<file path="config.mk">
export PLATFORM = sky130hd
export DESIGN_NAME = acn_ram
export DESIGN_NICKNAME = d
export VERILOG_FILES = /design/src/hw/rtl/acn_ram.sv
export SDC_FILE = /design/constraint.sdc
export NUM_CORES = 1
export LEC_CHECK = 0
export BUFFER_PORTS_ARGS = -buffer_cell sky130_fd_sc_hd__buf_2
export CORE_ASPECT_RATIO = 0.9
export CORE_MARGIN = 5
export CORE_UTILIZATION = 50
export CTS_CLUSTER_DIAMETER = 100
export DETAILED_ROUTE_END_ITERATION = 8
export GPL_TIMING_DRIVEN = 1
export PLACE_DENSITY = 0.78
export RECOVER_POWER = 50
export SYNTH_ARGS = -nofsm -noshare
export SYNTH_HDL_FRONTEND = slang
export SYNTH_SLANG_ARGS = --single-unit
</file>
<file path="constraint.sdc">
create_clock -name clk -period 2 [get_ports clk]
set_input_delay 0 -clock clk [delete_from_list [all_inputs] [get_ports clk]]
set_output_delay 0 -clock clk [all_outputs]
set_load 0.03 [all_outputs]
</file>
<file path="src/hw/rtl/acn_ram.sv">
// ----------------------------------------------------------------------------
// acn_ram
// Single write port, single read port RAM with bit write mask and a
// registered read.
// ----------------------------------------------------------------------------
module acn_ram #(
    parameter int WIDTH = 8,
    parameter int DEPTH = 16
) (
    input  logic                     clk,
    input  logic                     rd_en,
    input  logic [$clog2(DEPTH)-1:0] rd_addr,
    output logic [WIDTH-1:0]         rd_data,
    input  logic                     wr_en,
    input  logic [$clog2(DEPTH)-1:0] wr_addr,
    input  logic [WIDTH-1:0]         wr_data,
    input  logic [WIDTH-1:0]         wr_mask
);

    logic [WIDTH-1:0] mem [DEPTH];
    logic [WIDTH-1:0] rd_data_reg;

    // Masked write.
    always_ff @(posedge clk)
    begin
        if (wr_en)
        begin
            for (int i = 0; i < WIDTH; i++)
            begin
                if (wr_mask[i])
                begin
                    mem[wr_addr][i] <= wr_data[i];
                end
            end
        end
    end

    // Registered read; a read of the address being written returns the old data.
    always_ff @(posedge clk)
    begin
        if (rd_en)
        begin
            rd_data_reg <= mem[rd_addr];
        end
    end

    assign rd_data = rd_data_reg;

endmodule

</file>
==> metrics.md, run 1 <==
| Metric | Value |
|---|---|
| Status | finished, final reports clean |
| Hold Path Stages | 4 |
| IO Pins | 35 |
| Total power | 6.50 mW |
| Die area | 0.0138 mm^2 |
| Pins Over Slew Limit | 0 |
| Syn nets | 400 |
| Worst flop-to-flop path startpoint | mem[1][5] |
| Worst Skew | approximately 0.006 ns |
| Slew @ Worst Pin | 0.680 ns |
| Hold Violations, Final | 0 |
| Hold path start | wr_addr[3] |
| Util after Layout | just under 60% |
| Drt drc | 0 |
| Post-cts repair resize count | 0 |
| CTS tree | done |
| Hold slack | 0.231 ns |
| Seq/Total Area, Yosys | 70.8% |
| Fin cells | 592 |
| Hold Path Class | in -> reg |
| Max rail drop VDD | 0.538 mV |
| Die width | 123 um |
| DRT iter0 DRCs | 430 |
| Pwr/cell area | roughly 970 mW/mm^2 |
| Arr. time, crit path | 1.58 ns |
| Register share of total power | between 40% and 50% |
| Worst skew pair latency | 0.41 ns |
| DRT Pass-1 Iters | 5 |
| Logic pwr share | ~6.0% |
| Ys async rst share | 0% |
| Total Nets Final | 450 |
| Syn Area/Cell | ~15 um^2 |
| Max reg flops | 128 |
| Fmax | about 0.71 GHz |
| Std-Cell Rows | 37 |
| Register-to-register setup slack | 0.59 ns |
| GRT Residual Overflow | 0 |
| Setup TNS | 0 ns |
| #FFs+latches synth | 136 |
| Fin crit share | between 70% and 80% |
| Max Cap Viol | 0 |
| Root Buffer | clkbuf_16 |
| Fill cell count | 862 |
| Primary FF master, synth | edfxtp_1 |
| Initial core utilization | between 50% and 60% |
| Total GRT Usage | roughly a fifth |
| Sw Pwr | 1.46 mW |
| Slew margin rel. | a little over half |
| Critical Path Source Type | flip-flop |
| Post-CTS Setup Repair Bufs | 0 |
| Cell area after synthesis | 0.00576 mm^2 |
| Vias in the first global route | 3576 |
| Number of diodes | 0 |
| Sequential cell area | roughly 0.0041 mm^2 |
| TritonCTS Buffers | 17 |
| RSZ-0062 raised after global routing | false |
| Core area | ~0.011 mm^2 |
| Worst endpoint required time | 2.16 ns |
| Area Overhead vs Synth | 16.6% |
| Multi-input logic area | roughly 0.0016 mm^2 |
| Vias | 3405 |
| Die height | 112 um |
| WL/cell | 21.3 um |
| Int Power | 5.04 mW |
| Port buffer count | 34 |
| Leakage | roughly 2.2 nW |
| Crit end category | flip-flop |
| Critical path peak fanout | 1 |
| Worst-case hold path end point | mem[13][5] |
| Htree depth | 4 |
| First-pass GRT wire length | 19.4 mm |
| Clk slew on worst S/H paths | ~0.060 ns |
| Sw Ratio | between 20 and 25% |
| Min cycle time layout | 1.41 ns |
| Pin count of the biggest net entering global routing | 33 |
| Clock network fraction of total power | 44.8% |
| Post-synthesis cell count | 373 |
| Worst reg2reg path depth | 3 |
| YS warnings | 0 |
| Layout cells sized above 1 | 18.3% |
| RePlAce Congestion | 0.734 |
| Post-synthesis cell type count | 16 |
| Post-DRT Antenna Nets | 0 |
| Max clock buf depth | 2 |
| Initial antenna violation count | 0 |
| Drt total wl | 12.6 mm |
| Dpl hpwl | 7.25 mm |
| EDFF count, synth | 136 |
| WS Path Type | reg -> reg |
| Inst Count DP | 551 |
| Clk sinks | 136 |
| Via density | approximately 5.8 |
| Setup Viol. Count Final | 0 |
| R2r endpoint | rd_data[5] |
-- power groups by stage --
stage / clock, mW / combinational (mW) / sequential [mW]
2_1_floorplan: 0 / 0.202 / 3.28
3_3_place_gp: 0 / 0.364 / 3.26
3_5_place_dp: 0 / 0.374 / 3.26
4_1_cts: 2.94 / 0.391 / 3.20
5_1_grt: 3.09 / 0.421 / 3.20
6_report: 2.91 / 0.388 / 3.20
-- cell type report --
class / count / share of cell area [%]
clock buffer: 18 / 6.39
multi-input combinational: 218 / 23.2
sequential: 136 / 60.8
timing repair buffer: 50 / 4.84
tap: 156 / 2.90
clock inverter: 14 / 1.88
-- cells in the final DEF, fill, tap and decap left out, types with 5 or more instances in the layout --
cell,n
mux4_1,14
clkbuf_1,11
dlygate4sd3_1,9
a22oi_1,16
mux4_2,18
buf_4,5
clkbuf_16,17
nor2b_1,5
nand2_1,25
nand3_1,6
edfxtp_1,136
nor2_1,131
buf_2,24
-- critical path: stages, from the launching register on --
cell      delay, ns
edfxtp_1       0.37
mux4_1         0.53
a22oi_1        0.20
nand2_1        0.07
-- how the worst max path moves through the flow --
stage | startpoint | end | slack, ns
after global routing | mem[8][3] | rd_data[3] | 0.52
after CTS | mem[1][5] | rd_data[5] | 0.58
after global placement | rd_addr[0] | rd_data[5] | 0.51
after detailed placement | rd_addr[0] | rd_data[5] | 0.49
final | mem[1][5] | rd_data[5] | 0.59
after floorplan | mem[1][0] | rd_data[0] | 0.69
-- synthesized netlist by cell type (3+ instances only) --
cell type	n	area (um^2)
a22oi_1	16	120
buf_2	3	15.0
buf_6	3	33.8
edfxtp_1	136	4080
nor2_1	131	492
nand2_1	25	93.8
nor2b_1	5	31.3
clkbuf_1	9	33.8
clkdlybuf4s25_2	3	30.0
nand3_1	6	30.0
mux4_2	18	405
mux4_1	14	368
-- logic make-up after synthesis --
kind of cell	synth area share [%]
buffers and inverters	2.08
multiplexers	13.4
AND/OR/NAND/NOR	11.6
flip-flops	70.8
AO/OA/AOI/OAI	2.08
-- through the flow --
step	worst slack (ns)	cell area, um^2
after detailed placement	0.492	6090
after CTS	0.577	6730
after floorplan	0.689	5760
after global routing	0.521	6720
after global placement	0.512	6090
final	0.588	6720
-- metal layers --
metal	track usage (%)	vias to the layer above	share of wire (%)
met5	0	-	0
met4	5.54	0	1.1
met3	6.55	15	9.3
met2	31.2	196	50
met1	26.1	1687	40
li1	-	1507	-
-- repair_timing --
action / 4_1_cts / 5_1_grt
setup endpoints to repair: 0 / 0
hold buffers: 9 / 0
endpoints found under the hold margin: 136 / 0
Power figures use the tool's default switching activity.
==> run 2, diff against run 1 <==
- clock period: 2 -> 1.3 ns (I/O delays scaled with it)
==> run 2 against run 1 <==
Net effect: sequential share of layout area fell by 2.0 points; non-clock buffer count rose by 32; the run now ends with negative setup slack left; combinational power grew 71%; sequential power rose by 54%.
==> metrics.md, run 2 (synthesized netlist as in run 1, its figures left out) <==
| Metric | Value |
|---|---|
| Most common cell after layout, fill and taps aside | edfxtp_1 |
| Worst endpoint required time | 1.46 ns |
| Die area | between 0.01 and 0.015 mm^2 |
| IO Pins | 35 |
| Leakage | around 2.3 nW |
| Max rail drop VDD | 0.774 mV |
| Setup Viol. Count Final | 8 |
| Placement Cell Area | 0.00634 mm^2 |
| Core area | approximately 0.011 mm^2 |
| Critical Path Source Type | flip-flop |
| Arr. time, crit path | about 1.6 ns |
| Die width | between 100 and 150 um |
| Logic pwr share | around 6.5% |
| Slew margin rel. | a little under a third |
| Pin count of the biggest net entering global routing | 24 |
| Dpl hpwl | between 8 and 9 mm |
| Die height | 112 um |
| Status | complete, but fails checks |
| Drt total wl | approximately 13 mm |
| WL/cell | 21.0 um |
| Initial core utilization | 50.8% |
| Htree depth | 4 |
| Layout cells sized above 1 | about a quarter |
| Clk slew on worst S/H paths | 0.05 ns |
| Total GRT Usage | 20.8% |
| Crit path capture | rd_data[0] |
| R2r endpoint | rd_data[0] |
| Setup ws final | -0.109 ns |
| Register-to-register setup slack | -0.11 ns |
| Worst Skew | approximately 0.015 ns |
| Sw Ratio | roughly a fifth |
| Area Overhead vs Synth | 20.6% |
| Util after Layout | 61.3% |
| Pre-CTS setup slack | -0.149 ns |
| Max clock buf depth | 2 |
| RePlAce Congestion | 0.842 |
| Critical path peak fanout | 1 |
| Via density | 5.58 |
| Total Nets Final | around 480 |
| Worst flop-to-flop path startpoint | mem[6][0] |
| Vias in the first global route | 3749 |
| Clk sinks | around 140 |
| Critical path launch point | mem[6][0] |
| Post-DRT Antenna Nets | 0 |
| Most frequent cells in the layout | edfxtp_1, nor2_1, mux4_2, buf_4 |
| Std-Cell Rows | 37 |
| Pwr/cell area | between 1000 and 1500 mW/mm^2 |
| First-pass GRT wire length | 20.3 mm |
| Drt drc | 0 |
| Total power | a little over 10 mW |
| DRT iter0 DRCs | 388 |
| RSZ-0062 raised after global routing | true |
| Setup TNS | -0.496 ns |
| Fin cells | between 600 and 700 |
| Hold slack | 0.128 ns |
| Vias | between 3k and 4k |
| Port buffer count | 34 |
| Final Cell Area | 0.00695 mm^2 |
| Clock network fraction of total power | 45.3% |
| Worst reg2reg path depth | 3 |
| Inst Count DP | 583 |
| Max reg flops | roughly 130 |
| Failing checks | negative setup slack |
| Max Cap Viol | 0 |
| Hold Violations, Final | 0 |
| Pins Over Slew Limit | 0 |
| Slew @ Worst Pin | 1.03 ns |
| Root Buffer | clkbuf_16 |
| WS Path Type | reg -> reg |
| Register share of total power | 48.2% |
| Initial antenna violation count | 0 |
| Hold Path Class | in -> reg |
| Int Power | between 8 and 9 mW |
| TritonCTS Buffers | 17 |
| Sw Pwr | 2.09 mW |
| DRT Pass-1 Iters | 5 |
| GRT Residual Overflow | 0 |
| Fin crit share | 108% |
| Min cycle time layout | 1.41 ns |
| Crit end category | flip-flop |
| CTS tree | done |
| Worst skew pair latency | 0.42 ns |
| Number of diodes | 0 |
| Fmax | 0.710 GHz |
| Post-CTS Setup Repair Bufs | 0 |
==> run 2: cell types whose count changed in the layout (fill, tap and decap cells not counted), moves of 4 or more <==
cell,previous run,this run
a22oi_1,16,10
clkinv_4,4,0
clkbuf_2,0,7
a22oi_2,0,6
mux4_1,14,2
buf_4,5,29
clkinv_1,0,5
mux4_2,18,30
==> run 2: what timing repair did <==
| item | in CTS | in global routing |
|---|---|---|
| pin swaps | 2 | 1 |
| setup endpoints to repair | 8 | 8 |
| gates resized for setup | 15 | 3 |
| hold buffers | 9 | 0 |
| endpoints found under the hold margin | 136 | 0 |
==> run 2: critical path: stages (launching register included) <==
cell and delay [ns]:
edfxtp_1 0.42, mux4_2 0.52, a22oi_2 0.15, nand2_1 0.07
==> run 2: worst min-delay path by stage <==
stage | startpoint | end | slack, ns | depth (start not counted)
2_1_floorplan | wr_data[0] | mem[0][0] | 0.1 | 0
3_3_place_gp | wr_data[5] | mem[14][5] | 0.37 | 1
3_5_place_dp | wr_data[5] | mem[14][5] | 0.39 | 1
4_1_cts | wr_mask[5] | mem[15][5] | 0.10 | 4
5_1_grt | wr_mask[5] | mem[15][5] | 0.12 | 4
6_report | wr_mask[5] | mem[15][5] | 0.13 | 4
==> run 2: layer usage <==
metal  wire (um)  vias up  GRT usage (%)
met2        6910      173           35.8
met1        4700     1714           24.0
li1            -     1559              -
met5           0        -              0
met3        1120       29           7.01
met4         348        0           7.31
==> run 2: area by class of cell <==
cell class / count / area [um^2]
clock inverter: 12 / 134
clock buffer: 19 / 433
timing repair buffer: 82 / 562
fill: 851 / 4390
sequential: 136 / 4080
tap: 156 / 195
multi-input combinational: 218 / 1550
==> run 2: power groups by stage <==
stage               Clock, mW  Sequential, mW  Combinational [mW]
floorplan                   0            5.05               0.312
global placement            0            5.01               0.610
detailed placement          0            5.01               0.632
CTS                      4.68            4.93               0.673
global route             4.90            4.93               0.718
finish                   4.62            4.93               0.665
