<file path="config.mk">
export PLATFORM = sky130hd
export DESIGN_NAME = acn_ctrl
export DESIGN_NICKNAME = d
export VERILOG_FILES = /design/src/hw/rtl/acn_pkg.sv /design/src/hw/rtl/acn_ctrl.sv
export SDC_FILE = /design/constraint.sdc
export NUM_CORES = 1
export LEC_CHECK = 0
export ABC_AREA = 1
export BUFFER_PORTS_ARGS = -buffer_cell sky130_fd_sc_hd__buf_4
export CORE_UTILIZATION = 44
export CTS_CLUSTER_SIZE = 12
export DETAILED_ROUTE_END_ITERATION = 16
export HOLD_SLACK_MARGIN = 0.15
export PLACE_DENSITY = 0.66
export SLEW_MARGIN = 20
export SYNTH_ARGS = -nofsm -noshare
export SYNTH_HDL_FRONTEND = slang
export SYNTH_SLANG_ARGS = --single-unit
</file>
<file path="constraint.sdc">
create_clock -name clk -period 14.1 [get_ports clk]
set_input_delay 0.705 -clock clk [delete_from_list [all_inputs] [get_ports clk]]
set_output_delay 0.705 -clock clk [all_outputs]
set_load 0.01 [all_outputs]
</file>
<file path="src/hw/rtl/acn_pkg.sv">
// ----------------------------------------------------------------------------
// acn_pkg
// Types, constants and helpers shared by the address name cache modules.
// ----------------------------------------------------------------------------
package acn_pkg;

    // Sizing of the cache.
    localparam int USERS     = 64;
    localparam int BUCKETS   = 64;
    localparam int KEEP_FREE = 32;
    localparam int CAP       = USERS + KEEP_FREE;
    localparam int IDX_W     = 7;
    localparam int BKT_W     = $clog2(BUCKETS);
    localparam int CNT_W     = 7;

    // An index at or above the capacity means no entry.
    localparam logic [IDX_W-1:0] NIL     = IDX_W'(CAP);
    localparam logic [6:0]       REF_MAX = 7'd127;

    typedef enum logic [1:0] {
        CMD_ACQUIRE = 2'd0,
        CMD_RELEASE = 2'd1,
        CMD_REPLY   = 2'd2,
        CMD_READ    = 2'd3
    } cmd_t;

    typedef struct packed {
        cmd_t        command;
        logic [31:0] ip_addr;
        logic [6:0]  entry_index;
        logic [15:0] reply_tag;
    } in_item_t;

    typedef struct packed {
        logic [6:0]  result_entry;
        logic        status;
        logic        hit;
        logic        issue_query;
        logic [31:0] query_addr;
        logic [15:0] entry_tag;
        logic [31:0] entry_addr;
    } out_item_t;

    // One entry of the record memory.
    typedef struct packed {
        logic [31:0]      key;
        logic [15:0]      tag;
        logic [6:0]       refc;
        logic [IDX_W-1:0] chain;
        logic [IDX_W-1:0] prev;
        logic [IDX_W-1:0] nxt;
    } rec_t;

    localparam int REC_W = $bits(rec_t);

    localparam rec_t REC_RESET = '{key: '0, tag: '0, refc: '0,
                                   chain: NIL, prev: NIL, nxt: NIL};

    // Bit write masks for the record memory.
    localparam rec_t MASK_TAG   = '{key: '0, tag: '1, refc: '0, chain: '0, prev: '0, nxt: '0};
    localparam rec_t MASK_REF   = '{key: '0, tag: '0, refc: '1, chain: '0, prev: '0, nxt: '0};
    localparam rec_t MASK_CHAIN = '{key: '0, tag: '0, refc: '0, chain: '1, prev: '0, nxt: '0};
    localparam rec_t MASK_PREV  = '{key: '0, tag: '0, refc: '0, chain: '0, prev: '1, nxt: '0};
    localparam rec_t MASK_NEXT  = '{key: '0, tag: '0, refc: '0, chain: '0, prev: '0, nxt: '1};
    localparam rec_t MASK_LINKS = '{key: '0, tag: '0, refc: '0, chain: '0, prev: '1, nxt: '1};
    localparam rec_t MASK_RLINK = '{key: '0, tag: '0, refc: '1, chain: '0, prev: '1, nxt: '1};
    localparam rec_t MASK_ALL   = '{key: '1, tag: '1, refc: '1, chain: '1, prev: '1, nxt: '1};

    // Record memory access from the controller.
    typedef struct packed {
        logic             rd_en;
        logic [IDX_W-1:0] rd_addr;
        logic             wr_en;
        logic [IDX_W-1:0] wr_addr;
        rec_t             wr_data;
        rec_t             wr_mask;
    } rec_port_t;

    // Bucket head memory access from the controller.
    typedef struct packed {
        logic             rd_en;
        logic [BKT_W-1:0] rd_addr;
        logic             wr_en;
        logic [BKT_W-1:0] wr_addr;
        logic [IDX_W-1:0] wr_data;
    } bkt_port_t;

    typedef enum logic [3:0] {
        S_IDLE,
        S_ACQ_BKT,
        S_ACQ_WALK,
        S_MISS,
        S_REUSE_RD,
        S_UNCH_BKT,
        S_UNCH_WALK,
        S_NEW_RQ,
        S_NEW_BKT,
        S_REL_RD,
        S_REP_Q,
        S_REP_RD,
        S_READ_RD,
        S_LINK,
        S_DONE
    } state_t;

    function automatic logic is_valid(input logic [IDX_W-1:0] e);
        return e < NIL;
    endfunction

endpackage

</file>
<file path="src/hw/rtl/acn_ctrl.sv">
// ----------------------------------------------------------------------------
// acn_ctrl
// Command sequencer: walks hash chains, keeps the free list and the resolver
// queue, and issues the reads and writes of the two memories, masked ones for the record memory.
// ----------------------------------------------------------------------------
module acn_ctrl
    import acn_pkg::*;
(
    input  logic              clk,
    input  logic              rst_n,
    input  logic              req_valid,
    output logic              req_ready,
    input  in_item_t          req,
    output logic              done,
    input  logic              take,
    output out_item_t         result,
    output rec_port_t         rec_req,
    input  rec_t              rec_raw,
    output bkt_port_t         bkt_req,
    input  logic [IDX_W-1:0]  bkt_raw
);

    state_t                 state_reg, state_next;
    in_item_t               item_reg, item_next;
    out_item_t              res_reg, res_next;
    logic [IDX_W-1:0]       cur_reg, cur_next;
    logic [IDX_W-1:0]       steps_reg, steps_next;
    logic [IDX_W-1:0]       victim_reg, victim_next;
    logic [IDX_W-1:0]       vchain_reg, vchain_next;
    logic [BKT_W-1:0]       ubkt_reg, ubkt_next;
    logic [IDX_W-1:0]       fh_reg, fh_next, ft_reg, ft_next;
    logic [IDX_W-1:0]       qh_reg, qh_next, qt_reg, qt_next;
    logic [IDX_W-1:0]       pend_reg, pend_next;
    logic [IDX_W-1:0]       used_reg, used_next;
    logic [CNT_W-1:0]       fc_reg, fc_next;
    logic                   busy_reg, busy_next;
    logic [2:0]             sl_en_reg, sl_en_next;
    logic [2:0][IDX_W-1:0]  sl_addr_reg, sl_addr_next;
    logic [2:0][IDX_W-1:0]  sl_val_reg, sl_val_next;
    logic [1:0]             sl_idx_reg, sl_idx_next;
    logic [BUCKETS-1:0]     bvld_reg, bvld_next;
    logic [IDX_W-1:0]       rd_addr_reg;
    logic [BKT_W-1:0]       brd_addr_reg;

    rec_t                   rec_rd;
    logic [IDX_W-1:0]       bkt_rd;
    logic [BKT_W-1:0]       ip_bkt;
    logic [IDX_W-1:0]       steps_inc;
    logic                   key_match, walk_end, ref_zero, ref_sat;
    logic                   hit_inq, hit_start, rel_inq, miss_reuse, miss_fresh;

    // Entries beyond the fill count and unwritten bucket heads read as reset.
    assign rec_rd = (rd_addr_reg < used_reg) ? rec_raw : REC_RESET;
    assign bkt_rd = bvld_reg[brd_addr_reg] ? bkt_raw : NIL;

    // Decisions shared by the next state and datapath logic.
    assign ip_bkt     = item_reg.ip_addr[BKT_W-1:0];
    assign steps_inc  = steps_reg + IDX_W'(1);
    assign key_match  = rec_rd.key == item_reg.ip_addr;
    assign walk_end   = (steps_inc == NIL) || !is_valid(rec_rd.chain);
    assign ref_zero   = rec_rd.refc == '0;
    assign ref_sat    = rec_rd.refc >= REF_MAX;
    assign hit_inq    = (!ref_zero && is_valid(rec_rd.prev)) || (qh_reg == cur_reg);
    assign hit_start  = (rec_rd.tag == '0) && (cur_reg != pend_reg) && !hit_inq;
    assign rel_inq    = is_valid(rec_rd.prev) || (qh_reg == cur_reg);
    assign miss_reuse = ((fc_reg >= CNT_W'(KEEP_FREE)) || (used_reg >= NIL))
                        && is_valid(fh_reg);
    assign miss_fresh = used_reg < NIL;

    assign req_ready = state_reg == S_IDLE;
    assign done      = state_reg == S_DONE;
    assign result    = res_reg;

    // Next state.
    always_comb
    begin
        state_next = state_reg;
        unique case (state_reg)
            S_IDLE:
            begin
                if (req_valid)
                begin
                    unique case (req.command)
                        CMD_ACQUIRE: state_next = S_ACQ_BKT;
                        CMD_RELEASE: state_next = is_valid(req.entry_index) ? S_REL_RD : S_DONE;
                        CMD_REPLY:   state_next = busy_reg ? S_REP_Q : S_DONE;
                        CMD_READ:    state_next = is_valid(req.entry_index) ? S_READ_RD : S_DONE;
                    endcase
                end
            end
            S_ACQ_BKT:   state_next = is_valid(bkt_rd) ? S_ACQ_WALK : S_MISS;
            S_ACQ_WALK:
            begin
                if (key_match)
                begin
                    state_next = ref_sat ? S_DONE : S_LINK;
                end
                else if (walk_end)
                begin
                    state_next = S_MISS;
                end
            end
            S_MISS:
            begin
                if (miss_reuse)
                begin
                    state_next = S_REUSE_RD;
                end
                else if (miss_fresh)
                begin
                    state_next = S_NEW_BKT;
                end
                else
                begin
                    state_next = S_DONE;
                end
            end
            S_REUSE_RD:  state_next = S_UNCH_BKT;
            S_UNCH_BKT:
            begin
                if (bkt_rd != victim_reg && is_valid(bkt_rd))
                begin
                    state_next = S_UNCH_WALK;
                end
                else
                begin
                    state_next = S_NEW_RQ;
                end
            end
            S_UNCH_WALK:
            begin
                if (rec_rd.chain == victim_reg || walk_end)
                begin
                    state_next = S_NEW_RQ;
                end
            end
            S_NEW_RQ:    state_next = S_NEW_BKT;
            S_NEW_BKT:   state_next = S_LINK;
            S_REL_RD:    state_next = ref_zero ? S_DONE : S_LINK;
            S_REP_Q:     state_next = is_valid(qh_reg) ? S_REP_RD : S_DONE;
            S_REP_RD:    state_next = S_LINK;
            S_READ_RD:   state_next = S_DONE;
            S_LINK:      state_next = (sl_idx_reg == 2'd2) ? S_DONE : S_LINK;
            S_DONE:      state_next = take ? S_IDLE : S_DONE;
            default:     state_next = S_IDLE;
        endcase
    end

    // Datapath, memory accesses and list pointers.
    always_comb
    begin
        item_next    = item_reg;
        res_next     = res_reg;
        cur_next     = cur_reg;
        steps_next   = steps_reg;
        victim_next  = victim_reg;
        vchain_next  = vchain_reg;
        ubkt_next    = ubkt_reg;
        fh_next      = fh_reg;
        ft_next      = ft_reg;
        qh_next      = qh_reg;
        qt_next      = qt_reg;
        pend_next    = pend_reg;
        used_next    = used_reg;
        fc_next      = fc_reg;
        busy_next    = busy_reg;
        sl_en_next   = sl_en_reg;
        sl_addr_next = sl_addr_reg;
        sl_val_next  = sl_val_reg;
        sl_idx_next  = sl_idx_reg;
        bvld_next    = bvld_reg;
        rec_req      = '0;
        bkt_req      = '0;

        unique case (state_reg)
            S_IDLE:
            begin
                if (req_valid)
                begin
                    item_next   = req;
                    res_next    = '0;
                    sl_en_next  = '0;
                    sl_idx_next = '0;
                    cur_next    = req.entry_index;
                    unique case (req.command)
                        CMD_ACQUIRE:
                        begin
                            bkt_req.rd_en   = 1'b1;
                            bkt_req.rd_addr = req.ip_addr[BKT_W-1:0];
                        end
                        CMD_RELEASE, CMD_READ:
                        begin
                            if (is_valid(req.entry_index))
                            begin
                                res_next.result_entry = req.entry_index;
                                rec_req.rd_en         = 1'b1;
                                rec_req.rd_addr       = req.entry_index;
                            end
                        end
                        CMD_REPLY:
                        begin
                            // Store the tag of the outstanding query.
                            if (busy_reg && is_valid(pend_reg))
                            begin
                                rec_req.wr_en       = 1'b1;
                                rec_req.wr_addr     = pend_reg;
                                rec_req.wr_data.tag = req.reply_tag;
                                rec_req.wr_mask     = MASK_TAG;
                            end
                        end
                    endcase
                end
            end

            S_ACQ_BKT:
            begin
                cur_next   = bkt_rd;
                steps_next = '0;
                if (is_valid(bkt_rd))
                begin
                    rec_req.rd_en   = 1'b1;
                    rec_req.rd_addr = bkt_rd;
                end
            end

            S_ACQ_WALK:
            begin
                if (key_match)
                begin
                    res_next.hit          = 1'b1;
                    res_next.result_entry = cur_reg;
                    res_next.entry_tag    = rec_rd.tag;
                    res_next.entry_addr   = rec_rd.key;
                    if (ref_sat)
                    begin
                        res_next.status = 1'b1;
                    end
                    else
                    begin
                        rec_req.wr_en        = 1'b1;
                        rec_req.wr_addr      = cur_reg;
                        rec_req.wr_mask      = MASK_RLINK;
                        rec_req.wr_data.refc = rec_rd.refc + 7'd1;
                        rec_req.wr_data.prev = ref_zero ? NIL : rec_rd.prev;
                        rec_req.wr_data.nxt  = ref_zero ? NIL : rec_rd.nxt;
                        // Take the entry off the free list.
                        if (ref_zero)
                        begin
                            fc_next        = fc_reg - CNT_W'(1);
                            sl_en_next[0]   = is_valid(rec_rd.prev);
                            sl_addr_next[0] = rec_rd.prev;
                            sl_val_next[0]  = rec_rd.nxt;
                            sl_en_next[1]   = is_valid(rec_rd.nxt);
                            sl_addr_next[1] = rec_rd.nxt;
                            sl_val_next[1]  = rec_rd.prev;
                            if (!is_valid(rec_rd.prev))
                            begin
                                fh_next = rec_rd.nxt;
                            end
                            if (!is_valid(rec_rd.nxt))
                            begin
                                ft_next = rec_rd.prev;
                            end
                        end
                        // Unresolved entry: query now or join the queue.
                        if (hit_start)
                        begin
                            if (!busy_reg)
                            begin
                                pend_next            = cur_reg;
                                busy_next            = 1'b1;
                                res_next.issue_query = 1'b1;
                                res_next.query_addr  = rec_rd.key;
                            end
                            else
                            begin
                                rec_req.wr_data.prev = qt_reg;
                                rec_req.wr_data.nxt  = NIL;
                                sl_en_next[2]        = is_valid(qt_reg);
                                sl_addr_next[2]      = qt_reg;
                                sl_val_next[2]       = cur_reg;
                                if (!is_valid(qt_reg))
                                begin
                                    qh_next = cur_reg;
                                end
                                qt_next = cur_reg;
                            end
                        end
                    end
                end
                else if (!walk_end)
                begin
                    rec_req.rd_en   = 1'b1;
                    rec_req.rd_addr = rec_rd.chain;
                    cur_next        = rec_rd.chain;
                    steps_next      = steps_inc;
                end
            end

            S_MISS:
            begin
                if (miss_reuse)
                begin
                    victim_next     = fh_reg;
                    rec_req.rd_en   = 1'b1;
                    rec_req.rd_addr = fh_reg;
                end
                else if (miss_fresh)
                begin
                    victim_next     = used_reg;
                    used_next       = used_reg + IDX_W'(1);
                    bkt_req.rd_en   = 1'b1;
                    bkt_req.rd_addr = ip_bkt;
                end
                else
                begin
                    res_next.status = 1'b1;
                end
            end

            S_REUSE_RD:
            begin
                // Unlink the oldest free entry and find its old chain.
                fc_next         = fc_reg - CNT_W'(1);
                sl_en_next[0]   = is_valid(rec_rd.prev);
                sl_addr_next[0] = rec_rd.prev;
                sl_val_next[0]  = rec_rd.nxt;
                sl_en_next[1]   = is_valid(rec_rd.nxt);
                sl_addr_next[1] = rec_rd.nxt;
                sl_val_next[1]  = rec_rd.prev;
                if (!is_valid(rec_rd.prev))
                begin
                    fh_next = rec_rd.nxt;
                end
                if (!is_valid(rec_rd.nxt))
                begin
                    ft_next = rec_rd.prev;
                end
                if (pend_reg == victim_reg)
                begin
                    pend_next = NIL;
                end
                vchain_next     = rec_rd.chain;
                ubkt_next       = rec_rd.key[BKT_W-1:0];
                bkt_req.rd_en   = 1'b1;
                bkt_req.rd_addr = rec_rd.key[BKT_W-1:0];
            end

            S_UNCH_BKT:
            begin
                if (bkt_rd == victim_reg)
                begin
                    bkt_req.wr_en      = 1'b1;
                    bkt_req.wr_addr    = ubkt_reg;
                    bkt_req.wr_data    = vchain_reg;
                    bvld_next[ubkt_reg] = 1'b1;
                end
                else
                begin
                    cur_next   = bkt_rd;
                    steps_next = '0;
                    if (is_valid(bkt_rd))
                    begin
                        rec_req.rd_en   = 1'b1;
                        rec_req.rd_addr = bkt_rd;
                    end
                end
            end

            S_UNCH_WALK:
            begin
                if (rec_rd.chain == victim_reg)
                begin
                    rec_req.wr_en         = 1'b1;
                    rec_req.wr_addr       = cur_reg;
                    rec_req.wr_data.chain = vchain_reg;
                    rec_req.wr_mask       = MASK_CHAIN;
                end
                else if (!walk_end)
                begin
                    rec_req.rd_en   = 1'b1;
                    rec_req.rd_addr = rec_rd.chain;
                    cur_next        = rec_rd.chain;
                    steps_next      = steps_inc;
                end
            end

            S_NEW_RQ:
            begin
                bkt_req.rd_en   = 1'b1;
                bkt_req.rd_addr = ip_bkt;
            end

            S_NEW_BKT:
            begin
                // Fill the new entry and put it at the head of its bucket.
                rec_req.wr_en         = 1'b1;
                rec_req.wr_addr       = victim_reg;
                rec_req.wr_mask       = MASK_ALL;
                rec_req.wr_data.key   = item_reg.ip_addr;
                rec_req.wr_data.tag   = '0;
                rec_req.wr_data.refc  = 7'd1;
                rec_req.wr_data.chain = bkt_rd;
                rec_req.wr_data.prev  = NIL;
                rec_req.wr_data.nxt   = NIL;
                bkt_req.wr_en         = 1'b1;
                bkt_req.wr_addr       = ip_bkt;
                bkt_req.wr_data       = victim_reg;
                bvld_next[ip_bkt]     = 1'b1;
                res_next.result_entry = victim_reg;
                res_next.entry_addr   = item_reg.ip_addr;
                if (!busy_reg)
                begin
                    pend_next            = victim_reg;
                    busy_next            = 1'b1;
                    res_next.issue_query = 1'b1;
                    res_next.query_addr  = item_reg.ip_addr;
                end
                else
                begin
                    rec_req.wr_data.prev = qt_reg;
                    sl_en_next[2]        = is_valid(qt_reg);
                    sl_addr_next[2]      = qt_reg;
                    sl_val_next[2]       = victim_reg;
                    if (!is_valid(qt_reg))
                    begin
                        qh_next = victim_reg;
                    end
                    qt_next = victim_reg;
                end
            end

            S_REL_RD:
            begin
                if (!ref_zero)
                begin
                    rec_req.wr_en        = 1'b1;
                    rec_req.wr_addr      = cur_reg;
                    rec_req.wr_data.refc = rec_rd.refc - 7'd1;
                    rec_req.wr_mask      = MASK_REF;
                    if (rec_rd.refc == 7'd1)
                    begin
                        // Leave the resolver queue, then join the free list.
                        if (rel_inq)
                        begin
                            sl_en_next[0]   = is_valid(rec_rd.prev);
                            sl_addr_next[0] = rec_rd.prev;
                            sl_val_next[0]  = rec_rd.nxt;
                            sl_en_next[1]   = is_valid(rec_rd.nxt);
                            sl_addr_next[1] = rec_rd.nxt;
                            sl_val_next[1]  = rec_rd.prev;
                            if (!is_valid(rec_rd.prev))
                            begin
                                qh_next = rec_rd.nxt;
                            end
                            if (!is_valid(rec_rd.nxt))
                            begin
                                qt_next = rec_rd.prev;
                            end
                        end
                        rec_req.wr_mask      = MASK_RLINK;
                        rec_req.wr_data.prev = ft_reg;
                        rec_req.wr_data.nxt  = NIL;
                        sl_en_next[2]        = is_valid(ft_reg);
                        sl_addr_next[2]      = ft_reg;
                        sl_val_next[2]       = cur_reg;
                        if (!is_valid(ft_reg))
                        begin
                            fh_next = cur_reg;
                        end
                        ft_next = cur_reg;
                        fc_next = fc_reg + CNT_W'(1);
                    end
                end
            end

            S_REP_Q:
            begin
                if (is_valid(qh_reg))
                begin
                    cur_next        = qh_reg;
                    rec_req.rd_en   = 1'b1;
                    rec_req.rd_addr = qh_reg;
                end
                else
                begin
                    pend_next = NIL;
                    busy_next = 1'b0;
                end
            end

            S_REP_RD:
            begin
                // Dequeue the head entry and query it.
                sl_en_next[0]   = is_valid(rec_rd.prev);
                sl_addr_next[0] = rec_rd.prev;
                sl_val_next[0]  = rec_rd.nxt;
                sl_en_next[1]   = is_valid(rec_rd.nxt);
                sl_addr_next[1] = rec_rd.nxt;
                sl_val_next[1]  = rec_rd.prev;
                if (!is_valid(rec_rd.prev))
                begin
                    qh_next = rec_rd.nxt;
                end
                if (!is_valid(rec_rd.nxt))
                begin
                    qt_next = rec_rd.prev;
                end
                rec_req.wr_en         = 1'b1;
                rec_req.wr_addr       = cur_reg;
                rec_req.wr_data.prev  = NIL;
                rec_req.wr_data.nxt   = NIL;
                rec_req.wr_mask       = MASK_LINKS;
                pend_next             = cur_reg;
                busy_next             = 1'b1;
                res_next.issue_query  = 1'b1;
                res_next.query_addr   = rec_rd.key;
                res_next.result_entry = cur_reg;
                res_next.entry_tag    = rec_rd.tag;
                res_next.entry_addr   = rec_rd.key;
            end

            S_READ_RD:
            begin
                res_next.entry_tag  = rec_rd.tag;
                res_next.entry_addr = rec_rd.key;
            end

            S_LINK:
            begin
                // Slot one rewrites a previous pointer, the others a next pointer.
                rec_req.wr_mask = MASK_NEXT;
                case (sl_idx_reg)
                    2'd0:
                    begin
                        rec_req.wr_en   = sl_en_reg[0];
                        rec_req.wr_addr = sl_addr_reg[0];
                        rec_req.wr_data.nxt = sl_val_reg[0];
                    end
                    2'd1:
                    begin
                        rec_req.wr_en   = sl_en_reg[1];
                        rec_req.wr_addr = sl_addr_reg[1];
                        rec_req.wr_data.prev = sl_val_reg[1];
                        rec_req.wr_mask = MASK_PREV;
                    end
                    default:
                    begin
                        rec_req.wr_en   = sl_en_reg[2];
                        rec_req.wr_addr = sl_addr_reg[2];
                        rec_req.wr_data.nxt = sl_val_reg[2];
                    end
                endcase
                sl_idx_next = sl_idx_reg + 2'd1;
            end

            S_DONE:
            begin
            end

            default:
            begin
            end
        endcase
    end

    // Control state.
    always_ff @(posedge clk or negedge rst_n)
    begin
        if (!rst_n)
        begin
            state_reg  <= S_IDLE;
            fh_reg     <= NIL;
            ft_reg     <= NIL;
            qh_reg     <= NIL;
            qt_reg     <= NIL;
            pend_reg   <= NIL;
            used_reg   <= '0;
            fc_reg     <= '0;
            busy_reg   <= 1'b0;
            bvld_reg   <= '0;
            sl_en_reg  <= '0;
            sl_idx_reg <= '0;
        end
        else
        begin
            state_reg  <= state_next;
            fh_reg     <= fh_next;
            ft_reg     <= ft_next;
            qh_reg     <= qh_next;
            qt_reg     <= qt_next;
            pend_reg   <= pend_next;
            used_reg   <= used_next;
            fc_reg     <= fc_next;
            busy_reg   <= busy_next;
            bvld_reg   <= bvld_next;
            sl_en_reg  <= sl_en_next;
            sl_idx_reg <= sl_idx_next;
        end
    end

    // Working payload.
    always_ff @(posedge clk)
    begin
        item_reg    <= item_next;
        res_reg     <= res_next;
        cur_reg     <= cur_next;
        steps_reg   <= steps_next;
        victim_reg  <= victim_next;
        vchain_reg  <= vchain_next;
        ubkt_reg    <= ubkt_next;
        sl_addr_reg <= sl_addr_next;
        sl_val_reg  <= sl_val_next;
        if (rec_req.rd_en)
        begin
            rd_addr_reg <= rec_req.rd_addr;
        end
        if (bkt_req.rd_en)
        begin
            brd_addr_reg <= bkt_req.rd_addr;
        end
    end

endmodule

</file>
==> reports/summary.log, run 1 <==
INFO  floorplan      height_of_the_die=210um
INFO  layout         register_area=9010um2
INFO  pwr            vdd_ir_drop_max=0.118mV
INFO  timing         grt_setup_unrepaired=false
INFO  pwr            power.net_switching=0.00259W
INFO  yosys          synth_edf_count=197
INFO  placement      hpwlAfterDp=56900um
INFO  placement      detailed_place.area=22200um2
INFO  yosys          yosysWarningCount=0
INFO  routing        aggregate_routed_wire_length=76000um
INFO  routing        routedWlPerCell=22.8um
INFO  layout         largest_reg_flops=90
INFO  timing         skew=0.0190ns
INFO  pwr            power.combinational.fraction=0.519
INFO  placement      globalplace.congestion=1.01
INFO  pwr            power.density=236nW/um2
INFO  timing         finalSetupTns=0ns
INFO  clock_tree     cts_num_sinks=320
INFO  placement      place.port_buffers=424
INFO  floorplan      row_count=75
INFO  critical_path  r2r_slack=8.46ns
INFO  yosys          synthDistinctLibCells=58
INFO  clock_tree     cts_buffers=38
INFO  pwr            seq_power_share=0.303
INFO  yosys          syn-instance-count=2394
INFO  floorplan      initial_core_util=0.449
INFO  critical_path  cpMaxStageDelayCell=sky130_fd_sc_hd__inv_2
INFO  status         status=completed
INFO  floorplan      core_region_area=42300um2
INFO  clock_tree     cts_buffer_depth=3
INFO  job            drv.max_cap_violation_count=0
INFO  yosys          post_synthesis_net_count=2558
INFO  global_routing gr-usage-all-layers=0.339
INFO  layout         synthToLayoutAreaGrowth=23.1%
INFO  routing        total_drc_errors_in_the_routed_layout=0
INFO  clock_tree     clkLatencyLatePin=0.57ns
INFO  routing        vias_per_cell=5.68
INFO  floorplan      floorplan.die_area=44000um2
INFO  critical_path  crit_path_max_fanout=53
INFO  layout         final_cell_area=23400um2
INFO  pwr            power_frac_clock=0.178
INFO  yosys          ys_seq_area_frac=0.474
INFO  clock_tree     ctsHoldBuffers=0
INFO  timing         final.min_clock_period=6.47ns
INFO  global_routing first_pass_grt_wire_length=111000um
INFO  clock_tree     cts.reportedPaths.clkPinSlew=0.06ns
INFO  pwr            power.internal=0.00294W
INFO  critical_path  reg2regPathDepth=17
INFO  layout         post_route_cells_drive_above_1_share=0.203
INFO  global_routing pin_count_of_the_biggest_net_entering_global_routing=66
INFO  clock_tree     cts_tree=yes
INFO  timing         timing.max_slew.rel_slack=0.259
INFO  timing         final.period_utilization=0.459
INFO  yosys          syn_area_per_cell=7.94um2
INFO  critical_path  element_type_at_the_critical_path_start=flip-flop
INFO  yosys          ys_dominant_reg_cell=sky130_fd_sc_hd__edfxtp_1
INFO  clock_tree     post_cts_resized=0
INFO  min_path       min-delay-path-class=primary input to asynchronous set/reset pin
INFO  layout         utilization_after_layout=0.553
INFO  critical_path  crit-reg2reg-capture=result[84]
INFO  critical_path  regToRegStartpoint=used_reg[2]
INFO  routing        vias=19000
INFO  yosys          synth.area.top_cells=sky130_fd_sc_hd__edfxtp_1, sky130_fd_sc_hd__dfrtp_1, sky130_fd_sc_hd__nand2_1
INFO  timing         max_clock_freq=155MHz
INFO  yosys          synth.largest_area_cell=sky130_fd_sc_hd__edfxtp_1
INFO  clock_tree     h-tree-depth=2
INFO  critical_path  cp-end-kind=output pin
INFO  timing         fin_hold_ws=0.223ns
INFO  timing         setup_violations=0
INFO  routing        detail_route_antenna_nets=0
INFO  clock_tree     post-cts-setup-buffers=0
INFO  global_routing vias_in_the_first_global_route=17900
INFO  timing         drv_slew=0
INFO  global_routing grt.overflow.total=0
INFO  layout         antenna_cells_inserted=0
INFO  floorplan      die_width=210um
INFO  timing         finalHoldViolations=0
INFO  yosys          synth.top_cell.area_share=0.311
INFO  floorplan      pin_count=425
INFO  yosys          syn_area=19000um2
INFO  critical_path  path_cells=inv_1 -> ha_1 -> a21oi_1 -> o21ai_1 -> nand2_2 -> nand2_4 -> inv_2 -> nand2_1 -> xor2_1 -> nor3_1 -> nand2_1 -> nor2_2 -> inv_1 -> o22ai_1 -> buf_4
INFO  pwr            swShare=0.469
INFO  pwr            static-leakage-power=11.0nW
INFO  routing        number_of_violations_reported_at_the_end_of_detailed_routing_iteration_0=1938
INFO  routing        firstDrtPassIters=6
INFO  critical_path  cp_data_arrival_time=5.76ns
INFO  yosys          synth.ff_latch_count=320
INFO  timing         worstMarginPinSlew=1.11ns
INFO  critical_path  worst_path_largest_cell_delay=0.83ns
INFO  clock_tree     root_buffer=sky130_fd_sc_hd__clkbuf_16
INFO  layout         num-fill-cells=3984
INFO  critical_path  timing.critical_path.required=13.40ns
INFO  yosys          share_of_synthesized_registers_carrying_an_async_set_or_reset=0.384
INFO  critical_path  path_class=flip-flop to output pin
INFO  layout         multiInputGateArea=7920um2
INFO  layout         finish.net_count=2893
INFO  global_routing grt_antenna_before_repair=0
power by group through the flow:
stage	clock, W	combinational (W)	sequential (W)
2_1_floorplan	0	0.00170	0.00168
3_3_place_gp	0	0.00281	0.00168
3_5_place_dp	0	0.00282	0.00168
4_1_cts	0.000993	0.00283	0.00167
5_1_grt	0.00103	0.00308	0.00170
6_report	0.000983	0.00287	0.00168
kinds of logic after synthesis:
family | count (synthesis) | synth area share
simple gates | 1153 | 0.253
fa+ha+maj | 20 | 0.0136
buf+inv | 468 | 0.113
xor+xnor | 46 | 0.0212
flops | 320 | 0.474
compound gates | 387 | 0.126
cell usage after synthesis (3+ instances only):
cell type / n
sky130_fd_sc_hd__nor3_1: 37
sky130_fd_sc_hd__nand4_1: 40
sky130_fd_sc_hd__inv_1: 302
sky130_fd_sc_hd__edfxtp_1: 197
sky130_fd_sc_hd__buf_6: 9
sky130_fd_sc_hd__o21ai_0: 95
sky130_fd_sc_hd__o22ai_1: 127
sky130_fd_sc_hd__clkbuf_1: 42
sky130_fd_sc_hd__o221ai_1: 10
sky130_fd_sc_hd__nand2_1: 643
sky130_fd_sc_hd__xor2_1: 32
sky130_fd_sc_hd__clkinv_1: 3
sky130_fd_sc_hd__o211ai_1: 11
sky130_fd_sc_hd__o21ai_1: 29
sky130_fd_sc_hd__nor2_1: 217
sky130_fd_sc_hd__nor4_1: 4
sky130_fd_sc_hd__dfrtp_1: 113
sky130_fd_sc_hd__a211oi_1: 6
sky130_fd_sc_hd__inv_2: 9
sky130_fd_sc_hd__o2111ai_1: 18
sky130_fd_sc_hd__nor2_2: 7
sky130_fd_sc_hd__buf_1: 5
sky130_fd_sc_hd__buf_4: 78
sky130_fd_sc_hd__a221oi_1: 3
sky130_fd_sc_hd__o21bai_1: 6
sky130_fd_sc_hd__nand3_2: 3
sky130_fd_sc_hd__xnor2_1: 14
sky130_fd_sc_hd__nand3_1: 183
sky130_fd_sc_hd__ha_1: 19
sky130_fd_sc_hd__nand2_2: 7
sky130_fd_sc_hd__a22oi_1: 13
sky130_fd_sc_hd__buf_2: 20
sky130_fd_sc_hd__a21oi_1: 50
sky130_fd_sc_hd__dfstp_2: 10
how the worst max path moves through the flow:
stage                      from           to  slack [ns]  cells after the start
detailed placement  used_reg[2]  rec_req[90]        8.30                     15
finish              used_reg[2]  rec_req[90]        7.63                     15
global placement    used_reg[2]  rec_req[90]        8.39                     15
CTS                 used_reg[2]  rec_req[90]        7.70                     15
floorplan           used_reg[2]   result[48]        8.93                     18
global route        used_reg[2]  rec_req[22]        7.13                     18
layout make-up:
cell class / instances / area share
flip-flops and latches: 320 / 0.385
multi-input cells: 1606 / 0.338
repair buffers: 449 / 0.144
inverters: 314 / 0.0504
clock buffers: 54 / 0.0466
well taps: 577 / 0.0308
clock inverters: 16 / 0.00534
cell usage in the layout (no fill, tap or decap), types with 10 or more instances in the layout:
cell type / instances
sky130_fd_sc_hd__xor2_1: 32
sky130_fd_sc_hd__o221ai_1: 10
sky130_fd_sc_hd__ha_1: 19
sky130_fd_sc_hd__dfrtp_1: 113
sky130_fd_sc_hd__o211ai_1: 11
sky130_fd_sc_hd__a21oi_1: 50
sky130_fd_sc_hd__edfxtp_1: 197
sky130_fd_sc_hd__inv_1: 302
sky130_fd_sc_hd__dfstp_2: 10
sky130_fd_sc_hd__nand3_1: 183
sky130_fd_sc_hd__buf_4: 449
sky130_fd_sc_hd__nand2_1: 642
sky130_fd_sc_hd__o21ai_0: 94
sky130_fd_sc_hd__o2111ai_1: 18
sky130_fd_sc_hd__nand4_1: 40
sky130_fd_sc_hd__o22ai_1: 127
sky130_fd_sc_hd__o21ai_1: 29
sky130_fd_sc_hd__xnor2_1: 14
sky130_fd_sc_hd__clkbuf_16: 39
sky130_fd_sc_hd__nor2_1: 212
sky130_fd_sc_hd__a22oi_1: 13
sky130_fd_sc_hd__nor3_1: 36
metrics by stage:
| stage | worst slack [ns] | total power, W | cells |
|---|---|---|---|
| 6_report | 7.63 | 0.00553 | 3336 |
| 5_1_grt | 7.13 | 0.00581 | 3336 |
| 4_1_cts | 7.70 | 0.00549 | 3336 |
| 3_5_place_dp | 8.30 | 0.00450 | 3266 |
| 3_3_place_gp | 8.39 | 0.00449 | 3266 |
| 2_1_floorplan | 8.93 | 0.00338 | 2394 |
worst max-delay path: cells and delay by family, from the launching register on:
family / cells / cell delay, ns
AO/OA/AOI/OAI: 3 / 0.60
AND/OR/NAND/NOR: 6 / 2.17
flip-flops: 1 / 0.40
buffers and inverters: 4 / 1.48
XOR/XNOR: 1 / 0.21
adder cells (fa/ha/maj): 1 / 0.26
metal layers:
metal / global-route usage / routed length [um] / vias up
met5: 0 / 0 / -
met4: 0.144 / 3170 / 0
met3: 0.0618 / 7210 / 178
met2: 0.548 / 35300 / 1105
met1: 0.445 / 30300 / 9043
li1: - / - / 8635
(Power assumes the default switching activity.)
==> run 2, diff against run 1 <==
- PLACE_DENSITY: 0.66 -> 0.69
- clock period: 14.1 -> 5.55 ns (I/O delays scaled with it)
==> reports/summary.log, run 2 (synthesis gave the netlist of run 1 again) <==
INFO  status         status=completed
INFO  timing         max_clock_freq=194MHz
INFO  routing        vias=19600
INFO  clock_tree     clkLatencyLatePin=0.57ns
INFO  critical_path  element_type_at_the_critical_path_start=flip-flop
INFO  clock_tree     root_buffer=sky130_fd_sc_hd__clkbuf_16
INFO  layout         most-common-layout-cells=sky130_fd_sc_hd__nand2_1, sky130_fd_sc_hd__buf_4, sky130_fd_sc_hd__inv_1, sky130_fd_sc_hd__nor2_1, sky130_fd_sc_hd__edfxtp_1
INFO  clock_tree     h-tree-depth=2
INFO  layout         layout.cells.most_common=sky130_fd_sc_hd__nand2_1
INFO  critical_path  cp-end-kind=output pin
INFO  timing         worstMarginPinSlew=1.07ns
INFO  floorplan      core_region_area=42300um2
INFO  global_routing grt_antenna_before_repair=1
INFO  timing         grt_setup_unrepaired=false
INFO  pwr            post-layout-total-power=0.0142W
INFO  floorplan      row_count=75
INFO  global_routing first_pass_grt_wire_length=113000um
INFO  floorplan      floorplan.die_area=44000um2
INFO  timing         finalSetupTns=0ns
INFO  floorplan      height_of_the_die=210um
INFO  clock_tree     cts_num_sinks=320
INFO  layout         num-fill-cells=3811
INFO  critical_path  cpMaxStageDelayCell=sky130_fd_sc_hd__dfrtp_1
INFO  timing         final.setup.worst_slack=0.388ns
INFO  layout         finish.net_count=2981
INFO  clock_tree     cts.reportedPaths.clkPinSlew=0.06ns
INFO  timing         drv_slew=0
INFO  critical_path  cp_data_arrival_time=4.88ns
INFO  layout         largest_reg_flops=90
INFO  layout         post_route_cells_drive_above_1_share=0.198
INFO  layout         multiInputGateArea=7920um2
INFO  timing         skew=0.0214ns
INFO  global_routing gr-usage-all-layers=0.342
INFO  global_routing pin_count_of_the_biggest_net_entering_global_routing=86
INFO  clock_tree     cts_buffer_depth=3
INFO  critical_path  path_class=flip-flop to output pin
INFO  placement      hpwlAfterDp=57200um
INFO  pwr            static-leakage-power=11.4nW
INFO  min_path       min-delay-path-class=primary input to flip-flop
INFO  timing         timing.max_slew.rel_slack=0.287
INFO  critical_path  timing.critical_path.required=5.27ns
INFO  critical_path  worst_path_largest_cell_delay=0.37ns
INFO  placement      globalplace.congestion=0.997
INFO  timing         finalHoldViolations=0
INFO  layout         synthToLayoutAreaGrowth=27.7%
INFO  routing        number_of_violations_reported_at_the_end_of_detailed_routing_iteration_0=2417
INFO  floorplan      pin_count=425
INFO  layout         layoutNonFillerInstCount=3425
INFO  pwr            power.density=583nW/um2
INFO  pwr            vdd_ir_drop_max=0.238mV
INFO  floorplan      initial_core_util=0.449
INFO  placement      place.port_buffers=424
INFO  placement      placed_cells_incl_taps=3274
INFO  timing         setup_violations=0
INFO  clock_tree     cts_buffers=38
INFO  critical_path  crit_path_frequent_cell=sky130_fd_sc_hd__nand2_1
INFO  job            drv.max_cap_violation_count=0
INFO  critical_path  r2r_slack=1.05ns
INFO  global_routing vias_in_the_first_global_route=18600
INFO  layout         register_area=9010um2
INFO  placement      pre_cts_ws=0.998ns
INFO  timing         final.period_utilization=0.930
INFO  routing        routedWlPerCell=22.3um
INFO  timing         final.min_clock_period=5.16ns
INFO  critical_path  crit_path_max_fanout=33
INFO  critical_path  path_cells=inv_1 -> ha_1 -> nand2_1 -> o21ai_1 -> nand2_2 -> nand2_4 -> inv_4 -> buf_4 -> nand2_1 -> ha_1 -> inv_1 -> nor2_2 -> nand3_1 -> nand2_1 -> nand3_2 -> inv_1 -> nand2_1 -> nand2_1 -> nor2_1 -> o21ai_0 -> buf_4
INFO  global_routing grt.overflow.total=0
INFO  floorplan      die_width=210um
INFO  routing        firstDrtPassIters=9
INFO  routing        aggregate_routed_wire_length=76400um
INFO  routing        total_drc_errors_in_the_routed_layout=0
INFO  routing        vias_per_cell=5.72
INFO  clock_tree     cts_tree=yes
INFO  routing        detail_route_antenna_nets=0
run 2: cell type report:
type / count / share of cell area
flip-flops and latches: 320 / 0.371
multi-input cells: 1606 / 0.326
repair buffers: 537 / 0.174
inverters: 314 / 0.0487
clock buffers: 57 / 0.0459
well taps: 577 / 0.0297
clock inverters: 13 / 0.00474
diodes: 1 / 0.000103
run 2: timing repair:
item,in CTS,in global routing
endpoints found under the hold margin,160,0
endpoints found under the setup margin,0,10
setup buffers,0,0
resized for setup,0,2
hold buffers,80,0
run 2: metrics by stage:
stage / hold slack, ns / util / instance area (um2)
2_1_floorplan: -0.0181 / - / 19000
3_3_place_gp: 0.445 / 0.526 / 22300
3_5_place_dp: 0.449 / 0.526 / 22300
4_1_cts: 0.150 / 0.574 / 24300
5_1_grt: 0.176 / 0.574 / 24300
6_report: 0.177 / 0.574 / 24300
run 2: metal layers:
metal  GRT usage  wire length, um  vias to the layer above  part of all wire
li1            -                -                     8816                 -
met1       0.450            29700                     9235              0.39
met2       0.542            34900                     1324              0.46
met3      0.0609             8070                      199              0.11
met4       0.171             3660                        0             0.048
met5           0                0                        -                 0
run 2: path summary, 6_finish.rpt:
check                        startpoint           end  depth (start not counted)
setup / recovery            used_reg[2]   rec_req[81]                         21
hold / removal              rec_raw[70]    result[26]                          3
setup reg to reg            used_reg[2]    result[57]                         19
hold reg to reg            bvld_reg[22]  bvld_reg[22]                          2
max in group asynchronous         rst_n     ft_reg[1]                          3
min in group asynchronous         rst_n  bvld_reg[60]                          2
run 2: power by group:
| part | switching, W | internal, W |
|---|---|---|
| logic | 0.00498 | 0.00239 |
| registers | 0.000574 | 0.00370 |
| clock network | 0.00105 | 0.00145 |
run 2: critical path: cells and delay by family, from the launching register on:
kind | cells | cell delay [ns]
buffers and inverters | 6 | 1.06
adders and majority gates | 2 | 0.55
DFF | 1 | 0.37
and+or+nand+nor | 11 | 1.83
AOI/OAI and AO/OA | 2 | 0.51
